<file path="src/hdl/i2cms_pkg.sv">
// Shared types and constants for the I2C master bit sequencer.
`timescale 1ns / 1ps
`default_nettype none
package i2cms_pkg;

    localparam int CFG_WIDTH = 8;
    localparam int CFG_INDEX_WIDTH = 2;

    // Configuration register indexes.
    localparam logic [CFG_INDEX_WIDTH-1:0] REG_SHORT_TICKS = 2'd0;
    localparam logic [CFG_INDEX_WIDTH-1:0] REG_BIT_TICKS   = 2'd1;
    localparam logic [CFG_INDEX_WIDTH-1:0] REG_EDGE_TICKS  = 2'd2;
    localparam logic [CFG_INDEX_WIDTH-1:0] REG_ACK_TIMEOUT = 2'd3;

    localparam logic [CFG_WIDTH-1:0] SHORT_TICKS_RESET = 8'd1;
    localparam logic [CFG_WIDTH-1:0] BIT_TICKS_RESET   = 8'd2;
    localparam logic [CFG_WIDTH-1:0] EDGE_TICKS_RESET  = 8'd4;
    localparam logic [CFG_WIDTH-1:0] ACK_TIMEOUT_RESET = 8'd250;

    localparam logic [3:0] BITS_PER_BYTE = 4'd8;

    localparam logic [1:0] ACK_NONE    = 2'd0;
    localparam logic [1:0] ACK_RECEIVED = 2'd1;
    localparam logic [1:0] ACK_TIMEOUT = 2'd2;

    typedef enum logic [2:0] {
        CMD_NONE     = 3'd0,
        CMD_START    = 3'd1,
        CMD_STOP     = 3'd2,
        CMD_WRITE    = 3'd3,
        CMD_READ     = 3'd4,
        CMD_ACK      = 3'd5,
        CMD_NACK     = 3'd6,
        CMD_READ_ACK = 3'd7
    } cmd_t;

    typedef enum logic [4:0] {
        PH_IDLE = 5'd0,
        PH_S_A  = 5'd1,
        PH_S_B  = 5'd2,
        PH_P_A  = 5'd3,
        PH_P_B  = 5'd4,
        PH_T_A  = 5'd5,
        PH_T_B  = 5'd6,
        PH_W_A  = 5'd7,
        PH_W_B  = 5'd8,
        PH_W_C  = 5'd9,
        PH_R_A  = 5'd10,
        PH_R_B  = 5'd11,
        PH_K_A  = 5'd12,
        PH_K_B  = 5'd13,
        PH_Q_A  = 5'd14,
        PH_Q_B  = 5'd15,
        PH_Q_P  = 5'd16
    } phase_t;

    // One tick as it travels from the front queue to the sequencer.
    typedef struct packed {
        cmd_t       cmd;
        logic [7:0] wr_byte;
        logic       sda_in;
    } item_t;

    typedef struct packed {
        logic [CFG_WIDTH-1:0] short_ticks;
        logic [CFG_WIDTH-1:0] bit_ticks;
        logic [CFG_WIDTH-1:0] edge_ticks;
        logic [CFG_WIDTH-1:0] ack_timeout;
    } cfg_t;

endpackage
`default_nettype wire

</file>
<file path="src/hdl/i2cms_front.sv">
// Input side: decodes the command and queues ticks in a two-entry FIFO.
`timescale 1ns / 1ps
`default_nettype none
module i2cms_front (
    input  wire logic                 aclk,
    input  wire logic                 aresetn,
    input  wire logic                 s_valid,
    output logic                      s_ready,
    input  wire logic [2:0]           s_cmd,
    input  wire logic [7:0]           s_wr_byte,
    input  wire logic                 s_sda_in,
    output logic                      q_valid,
    input  wire logic                 q_ready,
    output i2cms_pkg::item_t          q_item
);
    import i2cms_pkg::*;

    item_t      entry_reg [2];
    logic       wr_ptr_reg, wr_ptr_next;
    logic       rd_ptr_reg, rd_ptr_next;
    logic [1:0] count_reg, count_next;
    logic       push, pop;
    item_t      in_item;

    always_comb begin
        in_item.cmd     = cmd_t'(s_cmd);
        in_item.wr_byte = s_wr_byte;
        in_item.sda_in  = s_sda_in;
    end

    assign s_ready = (count_reg != 2'd2);
    assign q_valid = (count_reg != 2'd0);
    assign q_item  = entry_reg[rd_ptr_reg];
    assign push    = s_valid && s_ready;
    assign pop     = q_valid && q_ready;

    always_comb begin
        wr_ptr_next = push ? ~wr_ptr_reg : wr_ptr_reg;
        rd_ptr_next = pop ? ~rd_ptr_reg : rd_ptr_reg;
        count_next  = count_reg;
        if (push && !pop) begin
            count_next = count_reg + 2'd1;
        end else if (pop && !push) begin
            count_next = count_reg - 2'd1;
        end
    end

    always_ff @(posedge aclk) begin
        if (!aresetn) begin
            wr_ptr_reg <= 1'b0;
            rd_ptr_reg <= 1'b0;
            count_reg  <= 2'd0;
        end else begin
            wr_ptr_reg <= wr_ptr_next;
            rd_ptr_reg <= rd_ptr_next;
            count_reg  <= count_next;
        end
    end

    always_ff @(posedge aclk) begin
        if (push) begin
            entry_reg[wr_ptr_reg] <= in_item;
        end
    end

endmodule
`default_nettype wire

</file>
<file path="src/hdl/i2cms_engine.sv">
// Back end: the bus phase sequencer, advancing one tick per transaction.
`timescale 1ns / 1ps
`default_nettype none
module i2cms_engine #(
    parameter int COUNT_WIDTH = 8
) (
    input  wire logic                 aclk,
    input  wire logic                 aresetn,
    input  wire i2cms_pkg::cfg_t      cfg,
    input  wire logic                 q_valid,
    output logic                      q_ready,
    input  wire i2cms_pkg::item_t     q_item,
    output logic                      m_valid,
    input  wire logic                 m_ready,
    output logic                      m_scl,
    output logic                      m_sda_out,
    output logic                      m_sda_drive,
    output logic                      m_busy_res,
    output logic                      m_done_res,
    output logic [7:0]                m_rd_byte,
    output logic [1:0]                m_ack_status
);
    import i2cms_pkg::*;

    localparam int WIDE = 17;
    localparam logic [WIDE-1:0] CMAX = (WIDE'(1) << COUNT_WIDTH) - WIDE'(1);

    phase_t                 phase_reg, phase_next;
    logic [COUNT_WIDTH-1:0] tick_reg, tick_next;
    logic [3:0]             bit_index_reg, bit_index_next;
    logic [7:0]             shift_reg, shift_next;
    logic [7:0]             poll_reg, poll_next;
    logic                   scl_reg, scl_next;
    logic                   sda_reg, sda_next;
    logic                   drv_reg, drv_next;
    logic [7:0]             rd_reg, rd_next;
    logic [1:0]             ack_reg, ack_next;
    logic                   done_reg, done_next;
    logic                   valid_reg;
    logic                   step;
    logic [3:0]             bit_inc;

    // Phase length minus one; a zero setting acts as one, and long settings saturate.
    function automatic logic [COUNT_WIDTH-1:0] to_count(input logic [CFG_WIDTH-1:0] dur);
        logic [CFG_WIDTH-1:0] d;
        logic [WIDE-1:0]      dw;
        d  = (dur == '0) ? '0 : dur - CFG_WIDTH'(1);
        dw = WIDE'(d);
        if (dw > CMAX) begin
            return CMAX[COUNT_WIDTH-1:0];
        end
        return dw[COUNT_WIDTH-1:0];
    endfunction

    assign q_ready = !valid_reg || m_ready;
    assign step    = q_valid && q_ready;
    assign bit_inc = bit_index_reg + 4'd1;

    always_comb begin
        phase_next     = phase_reg;
        tick_next      = tick_reg;
        bit_index_next = bit_index_reg;
        shift_next     = shift_reg;
        poll_next      = poll_reg;
        scl_next       = scl_reg;
        sda_next       = sda_reg;
        drv_next       = drv_reg;
        rd_next        = rd_reg;
        ack_next       = ack_reg;
        done_next      = 1'b0;

        if (phase_reg == PH_IDLE) begin
            case (q_item.cmd)
                CMD_START: begin
                    {scl_next, sda_next, drv_next} = 3'b111;
                    phase_next = PH_S_A;
                    tick_next  = to_count(cfg.edge_ticks);
                end
                CMD_STOP: begin
                    {scl_next, sda_next, drv_next} = 3'b001;
                    phase_next = PH_P_A;
                    tick_next  = to_count(cfg.edge_ticks);
                end
                CMD_WRITE: begin
                    scl_next       = 1'b0;
                    sda_next       = q_item.wr_byte[7];
                    drv_next       = 1'b1;
                    shift_next     = {q_item.wr_byte[6:0], 1'b0};
                    bit_index_next = 4'd0;
                    phase_next     = PH_W_A;
                    tick_next      = to_count(cfg.bit_ticks);
                end
                CMD_READ: begin
                    {scl_next, sda_next, drv_next} = 3'b010;
                    shift_next     = 8'd0;
                    bit_index_next = 4'd0;
                    phase_next     = PH_R_A;
                    tick_next      = to_count(cfg.bit_ticks);
                end
                CMD_ACK: begin
                    {scl_next, sda_next, drv_next} = 3'b001;
                    phase_next = PH_K_A;
                    tick_next  = to_count(cfg.bit_ticks);
                end
                CMD_NACK: begin
                    {scl_next, sda_next, drv_next} = 3'b011;
                    phase_next = PH_K_A;
                    tick_next  = to_count(cfg.bit_ticks);
                end
                CMD_READ_ACK: begin
                    ack_next   = ACK_NONE;
                    sda_next   = 1'b1;
                    drv_next   = 1'b0;
                    phase_next = PH_Q_A;
                    tick_next  = to_count(cfg.short_ticks);
                end
                default: begin
                end
            endcase
        end else if (tick_reg != '0) begin
            tick_next = tick_reg - COUNT_WIDTH'(1);
        end else begin
            case (phase_reg)
                PH_S_A: begin
                    sda_next   = 1'b0;
                    phase_next = PH_S_B;
                    tick_next  = to_count(cfg.edge_ticks);
                end
                PH_S_B: begin
                    scl_next   = 1'b0;
                    phase_next = PH_IDLE;
                    done_next  = 1'b1;
                end
                PH_P_A, PH_T_A: begin
                    {scl_next, sda_next, drv_next} = 3'b111;
                    phase_next = (phase_reg == PH_P_A) ? PH_P_B : PH_T_B;
                    tick_next  = to_count(cfg.edge_ticks);
                end
                PH_P_B: begin
                    phase_next = PH_IDLE;
                    done_next  = 1'b1;
                end
                PH_T_B: begin
                    ack_next   = ACK_TIMEOUT;
                    phase_next = PH_IDLE;
                    done_next  = 1'b1;
                end
                PH_W_A: begin
                    scl_next   = 1'b1;
                    phase_next = PH_W_B;
                    tick_next  = to_count(cfg.bit_ticks);
                end
                PH_W_B: begin
                    scl_next   = 1'b0;
                    phase_next = PH_W_C;
                    tick_next  = to_count(cfg.bit_ticks);
                end
                PH_W_C: begin
                    bit_index_next = bit_inc;
                    if (bit_inc >= BITS_PER_BYTE) begin
                        phase_next = PH_IDLE;
                        done_next  = 1'b1;
                    end else begin
                        sda_next   = shift_reg[7];
                        shift_next = {shift_reg[6:0], 1'b0};
                        phase_next = PH_W_A;
                        tick_next  = to_count(cfg.bit_ticks);
                    end
                end
                PH_R_A: begin
                    // SDA is captured on the tick that SCL rises.
                    scl_next   = 1'b1;
                    shift_next = {shift_reg[6:0], q_item.sda_in};
                    phase_next = PH_R_B;
                    tick_next  = to_count(cfg.short_ticks);
                end
                PH_R_B: begin
                    bit_index_next = bit_inc;
                    if (bit_inc >= BITS_PER_BYTE) begin
                        rd_next    = shift_reg;
                        phase_next = PH_IDLE;
                        done_next  = 1'b1;
                    end else begin
                        scl_next   = 1'b0;
                        phase_next = PH_R_A;
                        tick_next  = to_count(cfg.bit_ticks);
                    end
                end
                PH_K_A: begin
                    scl_next   = 1'b1;
                    phase_next = PH_K_B;
                    tick_next  = to_count(cfg.bit_ticks);
                end
                PH_K_B: begin
                    scl_next   = 1'b0;
                    phase_next = PH_IDLE;
                    done_next  = 1'b1;
                end
                PH_Q_A: begin
                    scl_next   = 1'b1;
                    phase_next = PH_Q_B;
                    tick_next  = to_count(cfg.short_ticks);
                end
                PH_Q_B: begin
                    poll_next  = 8'd0;
                    phase_next = PH_Q_P;
                    tick_next  = '0;
                end
                PH_Q_P: begin
                    if (!q_item.sda_in) begin
                        scl_next   = 1'b0;
                        ack_next   = ACK_RECEIVED;
                        phase_next = PH_IDLE;
                        done_next  = 1'b1;
                    end else if (poll_reg >= cfg.ack_timeout) begin
                        // No acknowledge in time: release the bus with a stop sequence.
                        {scl_next, sda_next, drv_next} = 3'b001;
                        phase_next = PH_T_A;
                        tick_next  = to_count(cfg.edge_ticks);
                    end else begin
                        poll_next = poll_reg + 8'd1;
                    end
                end
                default: begin
                    phase_next = PH_IDLE;
                end
            endcase
        end
    end

    // The sequencer state itself serves as the output register: it only moves on a step.
    always_ff @(posedge aclk) begin
        if (!aresetn) begin
            phase_reg     <= PH_IDLE;
            tick_reg      <= '0;
            bit_index_reg <= 4'd0;
            shift_reg     <= 8'd0;
            poll_reg      <= 8'd0;
            scl_reg       <= 1'b1;
            sda_reg       <= 1'b1;
            drv_reg       <= 1'b1;
            rd_reg        <= 8'd0;
            ack_reg       <= ACK_NONE;
            done_reg      <= 1'b0;
            valid_reg     <= 1'b0;
        end else begin
            if (step) begin
                phase_reg     <= phase_next;
                tick_reg      <= tick_next;
                bit_index_reg <= bit_index_next;
                shift_reg     <= shift_next;
                poll_reg      <= poll_next;
                scl_reg       <= scl_next;
                sda_reg       <= sda_next;
                drv_reg       <= drv_next;
                rd_reg        <= rd_next;
                ack_reg       <= ack_next;
                done_reg      <= done_next;
            end
            if (q_ready) begin
                valid_reg <= q_valid;
            end
        end
    end

    assign m_valid      = valid_reg;
    assign m_scl        = scl_reg;
    assign m_sda_out    = sda_reg;
    assign m_sda_drive  = drv_reg;
    assign m_busy_res   = (phase_reg != PH_IDLE);
    assign m_done_res   = done_reg;
    assign m_rd_byte    = rd_reg;
    assign m_ack_status = ack_reg;

endmodule
`default_nettype wire

</file>
<file path="src/hdl/i2c_master_bit_sequencer.sv">
// Top level of the I2C master bit sequencer: configuration registers, queue and sequencer.
//
// Each input transaction is one timing tick and yields exactly one result transaction with
// the SCL/SDA levels after that tick, the busy and done flags, the last read byte and the
// acknowledge status. The block takes one tick per clock cycle when the result side keeps
// up; each accepted tick is first stored in the two-entry input queue, and the sequencer
// step then loads the state registers, which are the output register.
// Commands are taken only while the sequencer is idle; each bus phase lasts the configured
// number of ticks (a setting of zero acts as one, and settings beyond COUNT_WIDTH saturate).
// The user must write configuration through cfg_wr_en, cfg_index and cfg_wr_data only
// while idle; the block itself does not enforce this.
`timescale 1ns / 1ps
`default_nettype none
module i2c_master_bit_sequencer #(
    parameter int COUNT_WIDTH = 8
) (
    input  wire logic                              aclk,
    input  wire logic                              aresetn,
    input  wire logic                              cfg_wr_en,
    input  wire logic [i2cms_pkg::CFG_INDEX_WIDTH-1:0] cfg_index,
    input  wire logic [i2cms_pkg::CFG_WIDTH-1:0]   cfg_wr_data,
    input  wire logic                              s_valid,
    output logic                                   s_ready,
    input  wire logic [2:0]                        s_cmd,
    input  wire logic [7:0]                        s_wr_byte,
    input  wire logic                              s_sda_in,
    output logic                                   m_valid,
    input  wire logic                              m_ready,
    output logic                                   m_scl,
    output logic                                   m_sda_out,
    output logic                                   m_sda_drive,
    output logic                                   m_busy_res,
    output logic                                   m_done_res,
    output logic [7:0]                             m_rd_byte,
    output logic [1:0]                             m_ack_status
);
    import i2cms_pkg::*;

    cfg_t  cfg_reg;
    logic  q_valid, q_ready;
    item_t q_item;

    always_ff @(posedge aclk) begin
        if (!aresetn) begin
            cfg_reg.short_ticks <= SHORT_TICKS_RESET;
            cfg_reg.bit_ticks   <= BIT_TICKS_RESET;
            cfg_reg.edge_ticks  <= EDGE_TICKS_RESET;
            cfg_reg.ack_timeout <= ACK_TIMEOUT_RESET;
        end else if (cfg_wr_en) begin
            case (cfg_index)
                REG_SHORT_TICKS: cfg_reg.short_ticks <= cfg_wr_data;
                REG_BIT_TICKS:   cfg_reg.bit_ticks   <= cfg_wr_data;
                REG_EDGE_TICKS:  cfg_reg.edge_ticks  <= cfg_wr_data;
                REG_ACK_TIMEOUT: cfg_reg.ack_timeout <= cfg_wr_data;
                default: begin
                end
            endcase
        end
    end

    i2cms_front u_front (
        .aclk      (aclk),
        .aresetn   (aresetn),
        .s_valid   (s_valid),
        .s_ready   (s_ready),
        .s_cmd     (s_cmd),
        .s_wr_byte (s_wr_byte),
        .s_sda_in  (s_sda_in),
        .q_valid   (q_valid),
        .q_ready   (q_ready),
        .q_item    (q_item)
    );

    i2cms_engine #(
        .COUNT_WIDTH (COUNT_WIDTH)
    ) u_engine (
        .aclk         (aclk),
        .aresetn      (aresetn),
        .cfg          (cfg_reg),
        .q_valid      (q_valid),
        .q_ready      (q_ready),
        .q_item       (q_item),
        .m_valid      (m_valid),
        .m_ready      (m_ready),
        .m_scl        (m_scl),
        .m_sda_out    (m_sda_out),
        .m_sda_drive  (m_sda_drive),
        .m_busy_res   (m_busy_res),
        .m_done_res   (m_done_res),
        .m_rd_byte    (m_rd_byte),
        .m_ack_status (m_ack_status)
    );

endmodule
`default_nettype wire
</file>
<file path="config.mk">
export PLATFORM = sky130hd
export DESIGN_NAME = i2c_master_bit_sequencer
export DESIGN_NICKNAME = d
export VERILOG_FILES = /design/src/hdl/i2cms_pkg.sv /design/src/hdl/i2cms_front.sv /design/src/hdl/i2cms_engine.sv /design/src/hdl/i2c_master_bit_sequencer.sv
export SDC_FILE = /design/constraint.sdc
export NUM_CORES = 1
export LEC_CHECK = 0
export BUFFER_PORTS_ARGS = -buffer_cell sky130_fd_sc_hd__buf_2
export CORE_MARGIN = 2
export CORE_UTILIZATION = 50
export CTS_CLUSTER_SIZE = 30
export DETAILED_ROUTE_END_ITERATION = 7
export PLACE_DENSITY = 0.68
export SLEW_MARGIN = 20
export SYNTH_ARGS = -nofsm -noshare
export SYNTH_HDL_FRONTEND = slang
export SYNTH_SLANG_ARGS = --single-unit
</file>
<file path="constraint.sdc">
create_clock -name aclk -period 5.8 [get_ports aclk]
set_input_delay 0.58 -clock aclk [delete_from_list [all_inputs] [get_ports aclk]]
set_output_delay 0.58 -clock aclk [all_outputs]
set_load 0.05 [all_outputs]
</file>
# [Yosys cells after proc, flatten, opt, wreduce, memory -nomap -nowiden]
# Memories as Yosys holds them, arrays and structs flattened. A register that Yosys moved wholly into a read port is not among the register bits.
# Cells that the tools add are included.
[word_totals] regBits=84 latchBits=0 ram_bits=24 rom_bits=0 in_bits=27 output_inout_bits=17 elab_cells=203 mem_count=1
[mem_list] name="u_front.entry_reg" words=2 word_bits=12 read_ports=1 rd_clocked_by_memory_dff=1 write_ports=1 line="i2cms_front.sv:18" rtl="item_t entry_reg [2];"
[op_classes] addsub=8 mul=0 n_div=0 order_cmp=2 n_eq_ne=47 n_shift=0 mux=66 bitwise=4 n_reduce_logical=56
[ops] operator="two-way mux 8 bit" count=13
[ops] operator="case mux 5 bit (11 select lines)" count=1
[ops] operator="case mux 8 bit (2 select lines)" count=3
[ops] operator="case mux 8 bit (6 select lines)" count=1
[ops] operator="== test 5 x 4 -> 1 bit, second input constant" count=8
[ops] operator="subtractor 8 x 1 -> 8 bit, second input constant" count=4
[ops] operator="case mux 5 bit (6 select lines)" count=1
[ops] operator="zero test 8 bit" count=3
[ops] operator="case mux 8 bit (3 select lines)" count=1
[ops] operator="AND reduction 6 bit" count=4
[ops] operator="two-way mux 1 bit" count=21
[ops] operator="== test 5 x 3 -> 1 bit, second input constant" count=4
[ops] operator="two-way mux 4 bit" count=5
[ops] operator="two-way mux 5 bit" count=4
[ops] operator="nonzero test 8 bit" count=2
[ops] operator="OR reduction 2 bit" count=8
[ops] operator="AND reduction 5 bit" count=3
[ops] operator="nonzero test 5 bit" count=3
[ops] operator="two-way mux 2 bit" count=7
[ops] operator="== test 3 bit, second input constant" count=4
[ops] operator="!= test 3 bit, second input constant" count=4
[ops] operator="!= test 4 bit, second input constant" count=3
[ops] operator="OR reduction 4 bit" count=3
[ops] operator="== test 5 x 2 -> 1 bit, second input constant" count=2
[ops] operator="other kinds (38)" count=71

# [Depth between registers and ports, before layout]
[logic_depth] word_depth=7 mapped_depth=11 depth_no_buf=9

# [Cells and area by module]
# Synthesis repeated with hierarchy kept, for this count alone.
[unflattened] hier_cells=773 hier_area_um2=6671.4
[modules_own_cells] mod="i2cms_engine" n_inst=1 cells_each=586 area_each_um2=4317.9 seq_area_each_um2=960.9
[modules_own_cells] mod="i2c_master_bit_sequencer" n_inst=1 cells_each=126 area_each_um2=1249.9 seq_area_each_um2=640.6
[modules_own_cells] mod="i2cms_front" n_inst=1 cells_each=61 area_each_um2=1103.6 seq_area_each_um2=820.8

# [Least setup slack after synthesis]
# No wires, ideal clock.
[synth_timing] path_kind="register to register" start="reg u_engine.poll_reg[0]" end="reg u_engine.tick_reg[4]" setup_ps=119 arrival_time_ps=2509 required_ps=5681 setup_slack_ps=3172 path_stages_with_launch=12 path_buffers=2 period_less_slack_ps=2628 path_cell_list="dfxtp_1 -> inv_1 -> ha_1 -> nand2b_1 -> a2111oi_0 -> nor3_1 -> or4_1 -> a31o_1 -> buf_6 -> and2_4 -> buf_6 -> o221a_1"
[synth_between] elab_chain_cells=3
[synth_rtl] element="start, declared" line="i2cms_engine.sv:32" rtl="logic [7:0] poll_reg, poll_next;"
[synth_rtl] element="start signal, assigned" line="i2cms_engine.sv:252" rtl="poll_reg <= poll_next;"
[synth_rtl] element="greater-or-equal comparator 8 bit" line="i2cms_engine.sv:215" rtl="end else if (poll_reg >= cfg.ack_timeout) begin"
[synth_rtl] element="!= test 4 x 1 -> 1 bit (no line)"
[synth_rtl] element="AND reduction 6 bit (no line)"
[synth_rtl] element="end signal, assigned" line="i2cms_engine.sv:249" rtl="tick_reg <= tick_next;"
[synth_rtl] element="end, declared" line="i2cms_engine.sv:29" rtl="logic [COUNT_WIDTH-1:0] tick_reg, tick_next;"
# Every way passes these cells.
# A chain may end at the register's enable or synchronous reset.

# [Worst setup path after layout]
[layout_timing] start="reg u_engine.phase_reg[1]" end="reg u_engine.bit_index_reg[2]"
[layout_between] elab_chain_cells=4 elab_cells_between_ends=9 classes_between="4 x eq/ne; 1 x mux; 4 x reduce/logical"
[layout_rtl] element="start, declared" line="i2cms_engine.sv:28" rtl="phase_t phase_reg, phase_next;"
[layout_rtl] element="start signal, assigned" line="i2cms_engine.sv:248" rtl="phase_reg <= phase_next;"
[layout_rtl] element="== test 5 x 4 -> 1 bit" line="i2cms_engine.sv:123" rtl="case (phase_reg)"
[layout_rtl] element="OR reduction 2 bit (no line)"
[layout_rtl] element="nonzero test 2 bit (no line)"
[layout_rtl] element="AND reduction 4 bit (no line)"
[layout_rtl] element="end signal, assigned" line="i2cms_engine.sv:250" rtl="bit_index_reg <= bit_index_next;"
[layout_rtl] element="end, declared" line="i2cms_engine.sv:30" rtl="logic [3:0] bit_index_reg, bit_index_next;"
# Parallel ways exist; a longest one is shown, timed or not.

==> reports/results.txt <==
Full die area: 0.0131 sq mm
Data required, critical path: 6.08 ns
Worst Skew: 0.0107 ns
Final setup TNS: 0 ns
Io pins: 44
GPL Wtd Cong: 0.882
Initial Util: 51.1%
Post-synthesis mux area share: 8.45%
Final period utilization: 58.5%
Num CTS Buffers: 9
Synth Cell Area: 0.00611 sq mm
Synth Area in Compound Gates: 19.7%
# setup viols final: 0
Pwr Total: 2.64 mW
# rows: 40
PortBufs: 43
N_diodes: 0
Clock Sinks: 109
Fmax: 0.295 GHz
Die height: 115 um
Post-synth EDFFs: 24
Hold depth: 1
Post-route ant nets: 0
XOR/XNOR Fraction of Synth Area: 3.01%
DP Worst Slack: 2.48 ns
Least-Margin Pin Slew: 1.09 ns
Worst Slack Setup Final: 2.41 ns
DR vias/cell: 6.09
R2R depth: 7
Post-Synth Adder-Cell Area: 4.05%
Register bit total from synthesis: 109
Crit path capture type: flip-flop
Setup bufs post-CTS: 0
Via count: 5379
Async S/R FF share, synth: 0%
Post-route DRC: 0
CP max FO: 23
Post-CTS Resized: 0
Largest register FFs: 32
Mapped Cells: 712
Global-route wire length before repair: 25.2 mm
Post-Layout Cell Count: 883
Max VDD drop: 0.000262 V
DR WL/cell: 17.7 um
Synth Flop Type: dfxtp_1
MaxCap Viol Count: 0
Synth-to-Final Area Change: 9.17%
Static Leak: 2.63 nW
Drt pass-1 iters: 5
Pwr dens: 396 mW/mm^2
Unrepaired setup endpoints after global routing: no
Root buffer cell: clkbuf_16
WHS: 0.402 ns
Multi-input gate area: 0.00343 sq mm
Initial antenna violation count: 0
Crit path time final: 3.39 ns
GR Util All Layers: 24.4%
Syn Area/Cell: 8.59 sq um
Setup CP Type: flip-flop to flip-flop
Largest net degree at the start of global routing: 63
Iter 0 DRT Violations: 394
Total gr overflow: 0
Largest family of logic cells by synthesized area: simple AND/OR/NAND/NOR gates
Routed WL: 15.6 mm
Max-slew violations: 0
Fillers: 1129
H-tree levels: 3
Post-Place Cells: 867
Clk slew on worst S/H paths: 0.08 ns
Post-CTS Hold Fix Bufs: 0
Final-report hold violation count: 0
Simple-Gate Fraction of Synth Area: 20.9%
Count of cell types in the netlist: 74
CTS tree: yes
Core Area: 0.0120 sq mm
Yosys warns: 0
Slew headroom: 27.6%
Post-synth net total: 758
Skew-Pair Late Insertion Delay: 0.36 ns
Share of cells above drive strength 1: 10.9%
Crit path DAT: 3.67 ns
CP Launch Type: flip-flop
Nets: 777
Status: complete, no violations
Worst hold path type: input pin to flip-flop
Sequential cell area: 0.00242 sq mm
Vias in the first global route: 5064
Seq/Total Area, Yosys: 39.6%
Maximum clock path buffer count: 2
Die X: 115 um
Hpwl dp: 11.3 mm
## per-stage QoR
step / area (sq um) / utilization [%]
final: 6670 / 55.8
after global routing: 6670 / 55.8
after CTS: 6670 / 55.7
after detailed placement: 6360 / 53.2
after global placement: 6360 / 53.2
after floorplan: 6110 / -
## power breakdown
part	internal, mW	total [mW]	switching, mW
logic	0.363	1.03	0.665
clock network	0.308	0.626	0.318
registers	0.870	0.987	0.117
total	1.54	2.64	1.10
## final timing paths
| kind | start | to | slack, ns |
|---|---|---|---|
| worst max-delay path | u_engine.phase_reg[1] | u_engine.bit_index_reg[2] | 2.41 |
| worst min-delay path | s_wr_byte[0] | u_front.entry_reg[0][1] | 0.40 |
| worst max register to register | u_engine.phase_reg[1] | u_engine.bit_index_reg[2] | 2.41 |
| worst min register to register | u_engine.m_sda_out | u_engine.m_sda_out | 0.47 |
## cells in the mapped netlist (all sizes together) (6+ instances only)
master	number	area share, %
a211oi	8	0.98
a21oi	55	4.7
a22oi	6	0.74
a31oi	11	1.1
buf	9	0.90
clkbuf	27	1.7
dfxtp	85	28
edfxtp	24	12
ha	19	3.9
inv	28	1.7
mux2i	46	7.5
nand2	77	4.7
nand2b	7	0.72
nand3	20	1.6
nor2	83	5.2
nor3	14	1.1
nor3b	8	0.98
nor4	8	1.3
o211ai	12	1.5
o21ai	43	3.5
o31ai	6	0.74
or3	6	0.61
or4	8	1.0
xnor2	6	0.86
xor2	15	2.1
## cell usage in the layout, fill, tap and decap left out, types with 4 or more instances in the layout
cell	count
nand2_1	77
nor3b_1	8
edfxtp_1	24
o22ai_1	5
nand2b_1	7
a221oi_1	5
o31ai_1	6
nand3_1	20
nand4_1	4
ha_1	19
a21oi_1	54
nor2_1	82
nand3b_1	4
inv_1	26
a211oi_1	8
or3_1	6
clkbuf_16	9
and3_1	4
a22oi_1	6
and2_1	4
nor4_1	5
mux2_2	5
o211ai_1	12
dfxtp_1	85
o21ai_0	40
a311oi_1	4
xnor2_1	6
or4_1	7
nor3_1	14
buf_2	43
mux2i_1	46
xor2_1	15
a31oi_1	11
## routing by layer
| metal | GRT usage [%] | wire (um) |
|---|---|---|
| met2 | 40.2 | 7320 |
| met4 | 10.0 | 439 |
| met1 | 32.3 | 7210 |
| met3 | 3.18 | 637 |
| met5 | 0 | 0 |
## critical path, cell delays in order, from the launching register on
cell	delay (ns)
dfxtp_1	0.56
or4_4	0.66
nor2_4	0.41
inv_2	0.32
a21oi_4	0.29
o21ai_1	0.21
or4b_2	0.66
a21oi_1	0.18
## final cells by class
type                            count  area share [%]
Inverter                           29            1.63
Clock buffer                        9            3.37
Timing Repair Buffer               44            3.34
Sequential cell                   109            36.3
Multi-Input combinational cell    538            51.4
Clock inverter                      7            1.18
Tap cell                          147            2.76
## cells by family (layout without fill, tap and decap cells)
family | count (synthesis) | count (layout)
AOI/OAI and AO/OA | 186 | 186
xor gates and xnor gates | 21 | 21
adders and majority gates | 20 | 20
buffers and inverters | 65 | 89
DFF | 109 | 109
muxes | 51 | 51
and+or+nand+nor | 260 | 260
No activity file was read; power rests on OpenSTA's default activity.
